$ cat config.mk
export PLATFORM = sky130hd
export DESIGN_NAME = integer_set_table_flat
export DESIGN_NICKNAME = d
export VERILOG_FILES = /design/src/hw/rtl/ist_pkg.sv /design/src/hw/rtl/ist_if.sv /design/src/hw/rtl/ist_dp.sv /design/src/hw/rtl/ist_ctrl.sv /design/src/hw/rtl/integer_set_table.sv /design/src/flat_wrapper.sv
export VERILOG_INCLUDE_DIRS = /design/src /design/src/hw/rtl
export SDC_FILE = /design/constraint.sdc
export NUM_CORES = 2
export LEC_CHECK = 0
export BUFFER_PORTS_ARGS = -buffer_cell sky130_fd_sc_hd__buf_4
export CORE_UTILIZATION = 25
export CTS_BUF_LIST = sky130_fd_sc_hd__clkbuf_4 sky130_fd_sc_hd__clkbuf_8
export CTS_CLUSTER_DIAMETER = 50
export CTS_CLUSTER_SIZE = 28
export DETAILED_ROUTE_END_ITERATION = 8
export SYNTH_ARGS = -nofsm -noshare
export SYNTH_HDL_FRONTEND = slang
export SYNTH_SLANG_ARGS = --single-unit
$ cat constraint.sdc
create_clock -name clk -period 7.3 [get_ports clk]
set_input_delay 1.095 -clock clk [delete_from_list [all_inputs] [get_ports clk]]
set_output_delay 1.095 -clock clk [all_outputs]
set_load 0.05 [all_outputs]
$ cat src/hw/rtl/integer_set_table_macros.svh
// ----------------------------------------------------------------------------
// integer_set_table assertion macros
// Concurrent assertion wrappers sampled on clk with rst_n as the disable.
// ----------------------------------------------------------------------------
`ifndef INTEGER_SET_TABLE_MACROS_SVH
`define INTEGER_SET_TABLE_MACROS_SVH
`ifndef SYNTHESIS
`define IST_ASSERT(name, prop, msg) \
    name: assert property (@(posedge clk) disable iff (!rst_n) prop) else $error(msg);
`define IST_ASSERT_NEVER(name, cond, msg) \
    name: assert property (@(posedge clk) disable iff (!rst_n) not (cond)) else $error(msg);
`else
`define IST_ASSERT(name, prop, msg)
`define IST_ASSERT_NEVER(name, cond, msg)
`endif
`endif

$ cat src/hw/rtl/ist_pkg.sv
// ----------------------------------------------------------------------------
// ist_pkg
// Shared constants, operation codes and control/status types of the set table.
// ----------------------------------------------------------------------------
package ist_pkg;

    localparam int CAPACITY = 64;
    localparam int DATA_W   = 32;
    localparam int OP_W     = 2;
    localparam int COUNT_W  = 7;
    localparam int ADDR_W   = $clog2(CAPACITY);
    localparam int CNT_W    = $clog2(CAPACITY + 1);

    localparam logic [OP_W-1:0] CMD_INSERT      = 2'd0;
    localparam logic [OP_W-1:0] CMD_REMOVE      = 2'd1;
    localparam logic [OP_W-1:0] CMD_CONTAINS    = 2'd2;
    localparam logic [OP_W-1:0] CMD_REMOVE_LAST = 2'd3;

    // controller -> datapath
    typedef struct packed {
        logic start;
        logic scan;
        logic scan_rd;
        logic pop_rd;
        logic commit;
    } ist_cmd_t;

    // datapath -> controller
    typedef struct packed {
        logic            rd_more;
        logic            dv;
        logic            hit;
        logic            out_free;
        logic [OP_W-1:0] op;
    } ist_sts_t;

endpackage

$ cat src/hw/rtl/ist_if.sv
// ----------------------------------------------------------------------------
// ist_if
// Request and response channel interfaces, valid/ready with payload.
// ----------------------------------------------------------------------------
interface ist_req_if
    import ist_pkg::*;
();
    logic                     valid;
    logic                     ready;
    logic [OP_W-1:0]          cmd;
    logic signed [DATA_W-1:0] key;

    modport source (output valid, output cmd, output key, input ready);
    modport sink   (input valid, input cmd, input key, output ready);
endinterface

interface ist_rsp_if
    import ist_pkg::*;
();
    logic                     valid;
    logic                     ready;
    logic                     found;
    logic signed [DATA_W-1:0] value_out;
    logic [COUNT_W-1:0]       count;
    logic                     dropped;

    modport source (output valid, output found, output value_out, output count,
                    output dropped, input ready);
    modport sink   (input valid, input found, input value_out, input count,
                    input dropped, output ready);
endinterface

$ cat src/hw/rtl/ist_dp.sv
// ----------------------------------------------------------------------------
// ist_dp
// Entry memory, count, scan pointers, key compare and response register.
// ----------------------------------------------------------------------------
`include "integer_set_table_macros.svh"

module ist_dp
    import ist_pkg::*;
(
    input  logic               clk,
    input  logic               rst_n,
    input  ist_cmd_t           cmd,
    output ist_sts_t           sts,
    input  logic [OP_W-1:0]    req_cmd,
    input  logic [DATA_W-1:0]  req_key,
    ist_rsp_if.source          rsp
);

    logic [DATA_W-1:0] mem [CAPACITY];
    logic [DATA_W-1:0] rdata_reg;

    logic [OP_W-1:0]   op_reg;
    logic [DATA_W-1:0] key_reg;
    logic [CNT_W-1:0]  count_reg, count_next;
    logic [CNT_W-1:0]  rd_idx_reg;
    logic [ADDR_W-1:0] rd_pos_reg;
    logic              dv_reg;
    logic              found_reg;

    logic              out_valid_reg;
    logic              out_found_reg, out_found_next;
    logic [DATA_W-1:0] out_value_reg, out_value_next;
    logic              out_dropped_reg, out_dropped_next;
    logic [CNT_W-1:0]  out_count_reg;

    logic              full;
    logic              hit;
    logic              mem_we, mem_re;
    logic [ADDR_W-1:0] mem_waddr, mem_raddr;
    logic [DATA_W-1:0] mem_wdata;
    logic              shift_we, ins_we;
    logic [ADDR_W-1:0] last_idx;

    assign full     = (count_reg == CNT_W'(CAPACITY));
    assign hit      = dv_reg && (rdata_reg == key_reg);
    assign last_idx = ADDR_W'(count_reg - CNT_W'(1));

    assign sts.rd_more  = (rd_idx_reg < count_reg);
    assign sts.dv       = dv_reg;
    assign sts.hit      = hit;
    assign sts.out_free = !out_valid_reg || rsp.ready;
    assign sts.op       = op_reg;

    // once the key has been seen, every later entry moves down one place
    assign shift_we = cmd.scan && dv_reg && found_reg && (op_reg == CMD_REMOVE);
    assign ins_we   = cmd.commit && (op_reg == CMD_INSERT) && !found_reg && !full;

    always_comb
    begin
        mem_we    = shift_we || ins_we;
        mem_waddr = shift_we ? (rd_pos_reg - ADDR_W'(1)) : count_reg[ADDR_W-1:0];
        mem_wdata = shift_we ? rdata_reg : key_reg;
        mem_re    = cmd.scan_rd || (cmd.pop_rd && (count_reg != '0));
        mem_raddr = cmd.scan_rd ? rd_idx_reg[ADDR_W-1:0] : last_idx;
    end

    always_ff @(posedge clk)
    begin
        if (mem_we)
        begin
            mem[mem_waddr] <= mem_wdata;
        end
        if (mem_re)
        begin
            rdata_reg <= mem[mem_raddr];
        end
    end

    always_comb
    begin
        count_next       = count_reg;
        out_found_next   = found_reg;
        out_value_next   = '0;
        out_dropped_next = 1'b0;
        case (op_reg)
            CMD_INSERT:
            begin
                if (!found_reg)
                begin
                    if (full)
                    begin
                        out_dropped_next = 1'b1;
                    end
                    else
                    begin
                        count_next = count_reg + CNT_W'(1);
                    end
                end
            end
            CMD_REMOVE:
            begin
                if (found_reg)
                begin
                    count_next = count_reg - CNT_W'(1);
                end
            end
            CMD_CONTAINS:
            begin
                count_next = count_reg;
            end
            CMD_REMOVE_LAST:
            begin
                out_found_next = (count_reg != '0);
                if (count_reg != '0)
                begin
                    count_next     = count_reg - CNT_W'(1);
                    out_value_next = rdata_reg;
                end
            end
            default:
            begin
                count_next = count_reg;
            end
        endcase
    end

    always_ff @(posedge clk or negedge rst_n)
    begin
        if (!rst_n)
        begin
            op_reg        <= CMD_INSERT;
            count_reg     <= '0;
            rd_idx_reg    <= '0;
            dv_reg        <= 1'b0;
            found_reg     <= 1'b0;
            out_valid_reg <= 1'b0;
        end
        else
        begin
            if (cmd.start)
            begin
                op_reg     <= req_cmd;
                rd_idx_reg <= '0;
                dv_reg     <= 1'b0;
                found_reg  <= 1'b0;
            end
            if (cmd.scan)
            begin
                dv_reg <= cmd.scan_rd;
                if (cmd.scan_rd)
                begin
                    rd_idx_reg <= rd_idx_reg + CNT_W'(1);
                end
                if (hit)
                begin
                    found_reg <= 1'b1;
                end
            end
            if (cmd.commit)
            begin
                count_reg     <= count_next;
                out_valid_reg <= 1'b1;
            end
            else if (rsp.ready)
            begin
                out_valid_reg <= 1'b0;
            end
        end
    end

    always_ff @(posedge clk)
    begin
        if (cmd.start)
        begin
            key_reg <= req_key;
        end
        if (cmd.scan_rd)
        begin
            rd_pos_reg <= rd_idx_reg[ADDR_W-1:0];
        end
        if (cmd.commit)
        begin
            out_found_reg   <= out_found_next;
            out_value_reg   <= out_value_next;
            out_dropped_reg <= out_dropped_next;
            out_count_reg   <= count_next;
        end
    end

    assign rsp.valid     = out_valid_reg;
    assign rsp.found     = out_found_reg;
    assign rsp.value_out = $signed(out_value_reg);
    assign rsp.count     = COUNT_W'(out_count_reg);
    assign rsp.dropped   = out_dropped_reg;

    `IST_ASSERT_NEVER(a_count_bound, count_reg > CNT_W'(CAPACITY), "count beyond capacity")
    `IST_ASSERT(a_insert_grows, ins_we |=> count_reg == $past(count_reg) + CNT_W'(1), "insert did not grow count")
    `IST_ASSERT(a_pop_empty, cmd.commit && (op_reg == CMD_REMOVE_LAST) && (count_reg == '0) |=> !out_found_reg && (out_value_reg == '0), "pop on empty table not zero")

endmodule

$ cat src/hw/rtl/ist_ctrl.sv
// ----------------------------------------------------------------------------
// ist_ctrl
// Request sequencer: accept, scan or pop, then commit into the response beat.
// ----------------------------------------------------------------------------
`include "integer_set_table_macros.svh"

module ist_ctrl
    import ist_pkg::*;
(
    input  logic     clk,
    input  logic     rst_n,
    input  logic     req_valid,
    input  logic     req_is_pop,
    output logic     ready,
    output ist_cmd_t cmd,
    input  ist_sts_t sts
);

    localparam logic [1:0] S_IDLE   = 2'd0;
    localparam logic [1:0] S_SCAN   = 2'd1;
    localparam logic [1:0] S_POP    = 2'd2;
    localparam logic [1:0] S_COMMIT = 2'd3;

    logic [1:0] state_reg, state_next;
    logic       scan_done;

    // a remove keeps going past the hit so the tail can be shifted down
    assign scan_done = (!sts.dv && !sts.rd_more) || (sts.hit && (sts.op != CMD_REMOVE));
    assign ready     = (state_reg == S_IDLE);

    always_comb
    begin
        state_next = state_reg;
        cmd        = '0;
        case (state_reg)
            S_IDLE:
            begin
                if (req_valid)
                begin
                    cmd.start  = 1'b1;
                    state_next = req_is_pop ? S_POP : S_SCAN;
                end
            end
            S_SCAN:
            begin
                cmd.scan = 1'b1;
                if (scan_done)
                begin
                    state_next = S_COMMIT;
                end
                else
                begin
                    cmd.scan_rd = sts.rd_more;
                end
            end
            S_POP:
            begin
                cmd.pop_rd = 1'b1;
                state_next = S_COMMIT;
            end
            S_COMMIT:
            begin
                if (sts.out_free)
                begin
                    cmd.commit = 1'b1;
                    state_next = S_IDLE;
                end
            end
            default:
            begin
                state_next = S_IDLE;
            end
        endcase
    end

    always_ff @(posedge clk or negedge rst_n)
    begin
        if (!rst_n)
        begin
            state_reg <= S_IDLE;
        end
        else
        begin
            state_reg <= state_next;
        end
    end

    `IST_ASSERT(a_pop_to_commit, state_reg == S_POP |=> state_reg == S_COMMIT, "pop read not followed by commit")
    `IST_ASSERT(a_commit_to_idle, cmd.commit |=> state_reg == S_IDLE, "commit did not return to idle")
    `IST_ASSERT(a_accept_pop, (state_reg == S_IDLE) && req_valid && req_is_pop |=> state_reg == S_POP, "pop request not routed")

endmodule

$ cat src/hw/rtl/integer_set_table.sv
// ----------------------------------------------------------------------------
// integer_set_table
// Ordered table of distinct signed 32-bit keys with insert, remove, lookup
// and remove-last, one response beat per request beat.
//
// Channels: req carries cmd and key; rsp carries found, value_out, count and
// dropped. Both are valid/ready; a beat moves when both are high.
// One request is worked at a time; req.ready is high only while idle.
// Insert, remove and contains scan the entry memory one word a cycle through
// its single registered read port, then commit; the next request is taken
// once the commit has returned the sequencer to idle. A lookup or an insert
// that hits stops early. A remove writes the shifted tail back during the
// same pass. Remove-last reads the final entry directly in its pop state
// and then commits.
// The result sits in an output register, so the next request is taken while
// a response waits; a stalled rsp holds its beat and blocks only the commit
// of the following request.
// Reset empties the table at once (count to zero); no clearing pass is run.
// ----------------------------------------------------------------------------
module integer_set_table
    import ist_pkg::*;
(
    input  logic     clk,
    input  logic     rst_n,
    ist_req_if.sink  req,
    ist_rsp_if.source rsp
);

    ist_cmd_t cmd;
    ist_sts_t sts;
    logic     ready;

    assign req.ready = ready;

    ist_ctrl u_ctrl (
        .clk        (clk),
        .rst_n      (rst_n),
        .req_valid  (req.valid),
        .req_is_pop (req.cmd == CMD_REMOVE_LAST),
        .ready      (ready),
        .cmd        (cmd),
        .sts        (sts)
    );

    ist_dp u_dp (
        .clk     (clk),
        .rst_n   (rst_n),
        .cmd     (cmd),
        .sts     (sts),
        .req_cmd (req.cmd),
        .req_key ($unsigned(req.key)),
        .rsp     (rsp)
    );

endmodule
$ cat src/flat_wrapper.sv
// flat-port wrapper written by rule: the top's interface ports become plain ports
module integer_set_table_flat import ist_pkg::*;
  (clk, rst_n, req_valid, req_cmd, req_key, req_ready, rsp_valid, rsp_found, rsp_value_out, rsp_count, rsp_dropped, rsp_ready);
  ist_req_if req_i ();
  ist_rsp_if rsp_i ();
  input  logic clk;
  input  logic rst_n;
  input wire logic [$bits(req_i.valid)-1:0] req_valid;
  input wire logic [$bits(req_i.cmd)-1:0] req_cmd;
  input wire logic [$bits(req_i.key)-1:0] req_key;
  output wire logic [$bits(req_i.ready)-1:0] req_ready;
  output wire logic [$bits(rsp_i.valid)-1:0] rsp_valid;
  output wire logic [$bits(rsp_i.found)-1:0] rsp_found;
  output wire logic [$bits(rsp_i.value_out)-1:0] rsp_value_out;
  output wire logic [$bits(rsp_i.count)-1:0] rsp_count;
  output wire logic [$bits(rsp_i.dropped)-1:0] rsp_dropped;
  input wire logic [$bits(rsp_i.ready)-1:0] rsp_ready;
  assign req_i.valid = req_valid;
  assign req_i.cmd = req_cmd;
  assign req_i.key = req_key;
  assign req_ready = req_i.ready;
  assign rsp_valid = rsp_i.valid;
  assign rsp_found = rsp_i.found;
  assign rsp_value_out = rsp_i.value_out;
  assign rsp_count = rsp_i.count;
  assign rsp_dropped = rsp_i.dropped;
  assign rsp_i.ready = rsp_ready;
  integer_set_table u_core (.clk(clk), .rst_n(rst_n), .req(req_i), .rsp(rsp_i));
endmodule
==> out/results.txt <==
Final Net Count: 6488
Max-cap violations: 0
Crit Path Category: flop to flop
Die width: 593 um
Height of the die: 593 um
Crit path launch type: flop
I/O Pins: 81
Outcome: finished clean
DR pass1 iterations: 6
Worst slew pin tran: 1.45 ns
Initial Util: 25.2%
Layout cell share with drive strength beyond 1: 12.3%
CP max FO: 88
Final ANT Viol Nets: 0
WL/cell: 26.3 um
Clk slew on worst S/H paths: 0.13 ns
Layout fillers: 34700
Post-Route WL: 294000 um
Fmax achieved: 0.143 GHz
Tot GR Track Use: 16.2%
Die area: 0.351 mm2
Clk_skew: 0.0872 ns
Layout Area Growth over Synthesis: 13.5%
DRC: 0
Mapped Nets: 6351
CP endpoint kind: flop
First-pass GRT wire length: 408000 um
Slew Limit Fails: 0
Top reg by flops: u_core.u_dp.mem
Flops & latches, synth: 2180
Clk root buf: clkbuf_8
CP arrival: 7.85 ns
Clock period minus worst slack: 7.01 ns
Primary FF master, synth: edfxtp_1
Place WS: 0.682 ns
Distinct cells, synth: 80
Initial antenna violation count: 21
Yosys warns: 0
Data required time at the worst endpoint: 8.13 ns
Final setup fails: 0
Detailed Route Iter0 Violations: 9481
CTS tree: built
Flip-flop count of the largest register after layout: 2048
Largest net degree at the start of global routing: 136
Sink Count: 2180
Setup bufs post-CTS: 0
Worst hold slack: 0.221 ns
Final GP Congestion: 0.895
# resized after CTS: 0
Synth Cell Area: 0.0872 mm2
Synth async-reset ratio: 0.963%
Vias in the first global route: 52800
Final WS setup: 0.289 ns
Avg Inst Size Synth: 13.9 um2
Hold-fix buffers, CTS: 1
H-tree depth: 4
Max-slew headroom: 1.83%
Site Rows: 216
CTS Buf Count: 181
Syn Inst Count: 6299
Fin. Hold Viols: 0
CORE AREA: 0.347 mm2
Port-buffer cells: 80
Via density per instance: 5.07
Hpwl dp: 175000 um
CTS Buffer Depth: 3
RSZ-0062 raised after global routing: no
Final period util: 96.0%
Sequential area share after synthesis: 74.9%
Setup TNS: 0 ns
Clk_lat worst skew: 1.05 ns
Min-delay worst type: input pin to flop
GRT overflow: 0
Post-synth EDFFs: 2159
Vias: 56600
==> placed cells by master (no fill, tap or decap), drive strengths merged, types with 10 or more instances in the layout <==
cell type  synthesis  final
edfxtp          2159   2159
ha                14     14
and3              47     47
a2111oi           12     12
dfrtp             21     21
buf              292    334
nand4             20     20
or3               13     13
xnor2             10     10
a31oi             62     62
bufinv             0     11
nor2             139    139
clkinv             1     59
and2              37     37
a21oi            422    422
o211ai            14     14
mux2i            294    294
clkbuf            89    189
mux2              44     44
a22oi             23     23
o221ai            52     52
xor2              33     33
a221oi            19     19
inv               23     88
nand3            444    444
clkinvlp           0     19
nor3              94     94
o21ai             95     95
a311oi            26     26
a32oi             15     15
nor4              41     41
nand2           1554   1554
o22ai             72     72
==> logic make-up after synthesis <==
kind of cell	share of synthesized area, %
simple gates	11.8
xor+xnor	0.432
flops	74.9
mux	3.94
buf+inv	2.32
compound gates	6.42
fa+ha+maj	0.201
==> worst paths after layout <==
path,startpoint,endpoint,slack (ns),cells past startpoint
worst max register to register,u_core.u_dp.rdata_reg[25],u_core.u_dp.rdata_reg[16],0.29,13
worst max-delay path,u_core.u_dp.rdata_reg[25],u_core.u_dp.rdata_reg[16],0.29,13
worst min register to register,u_core.u_dp.rd_idx_reg[6],u_core.u_dp.rd_idx_reg[6],0.51,1
min in group asynchronous,rst_n,u_core.u_dp.count_reg[1],0.51,2
worst min-delay path,req_key[1],u_core.u_dp.key_reg[1],0.22,1
max in group asynchronous,rst_n,u_core.u_dp.rd_idx_reg[6],6.51,2
==> critical path: stages, from the launching register on <==
cell and delay [ns]:
edfxtp_1 0.46, xor2_1 0.19, nor4_1 1.06, nand4_1 0.45, o311ai_1 0.61, and2_4 0.91, buf_12 0.47, buf_4 0.35
nand2_1 0.08, nand3_1 0.09, a31oi_1 0.08, o21ai_0 0.22, nor4b_1 1.18, or4_1 0.46
==> cell usage after synthesis (all sizes together), types with 44 or more instances <==
cell type	count	area (um2)
edfxtp	2159	64800
nor3	94	470
o21ai	95	487
buf	292	1600
nand2	1554	5840
clkbuf	89	334
a31oi	62	388
and3	47	294
a21oi	422	2120
o221ai	52	455
mux2	44	495
o22ai	72	450
mux2i	294	2940
nor2	139	524
nand3	444	2220
==> final cells by class <==
cell class | instances | area (um2) | area share, %
Inverter | 24 | 90.1 | 0.0910
Tap cell | 4578 | 5730 | 5.79
Antenna cell | 7 | 17.5 | 0.0177
Timing Repair Buffer | 335 | 2790 | 2.82
Clock inverter | 153 | 1910 | 1.93
Sequential cell | 2180 | 65400 | 66.0
Multi-Input combinational cell | 3714 | 20500 | 20.7
Clock buffer | 189 | 2580 | 2.60
==> stage by stage <==
stage	utilization [%]	instance area, um2	std cells
5_1_grt	28.5	99000	11200
3_3_place_gp	27.2	94500	10800
3_5_place_dp	27.2	94500	10800
4_1_cts	28.5	99000	11200
2_1_floorplan	-	87200	6299
6_report	28.5	99000	11200
==> per-layer routing <==
metal	routed length (um)	vias to the layer above	track usage (%)	part of all wire [%]
li1	-	23800	-	-
met1	112000	28400	21.3	38
met2	130000	3800	25.0	44
met3	37300	650	4.35	13
met4	14800	8	7.21	5.0
met5	49	-	0	0.017
Power is left out: the tool's default activity adds up to more than one toggle a clock period on the data nets, which glitch-free logic cannot reach.
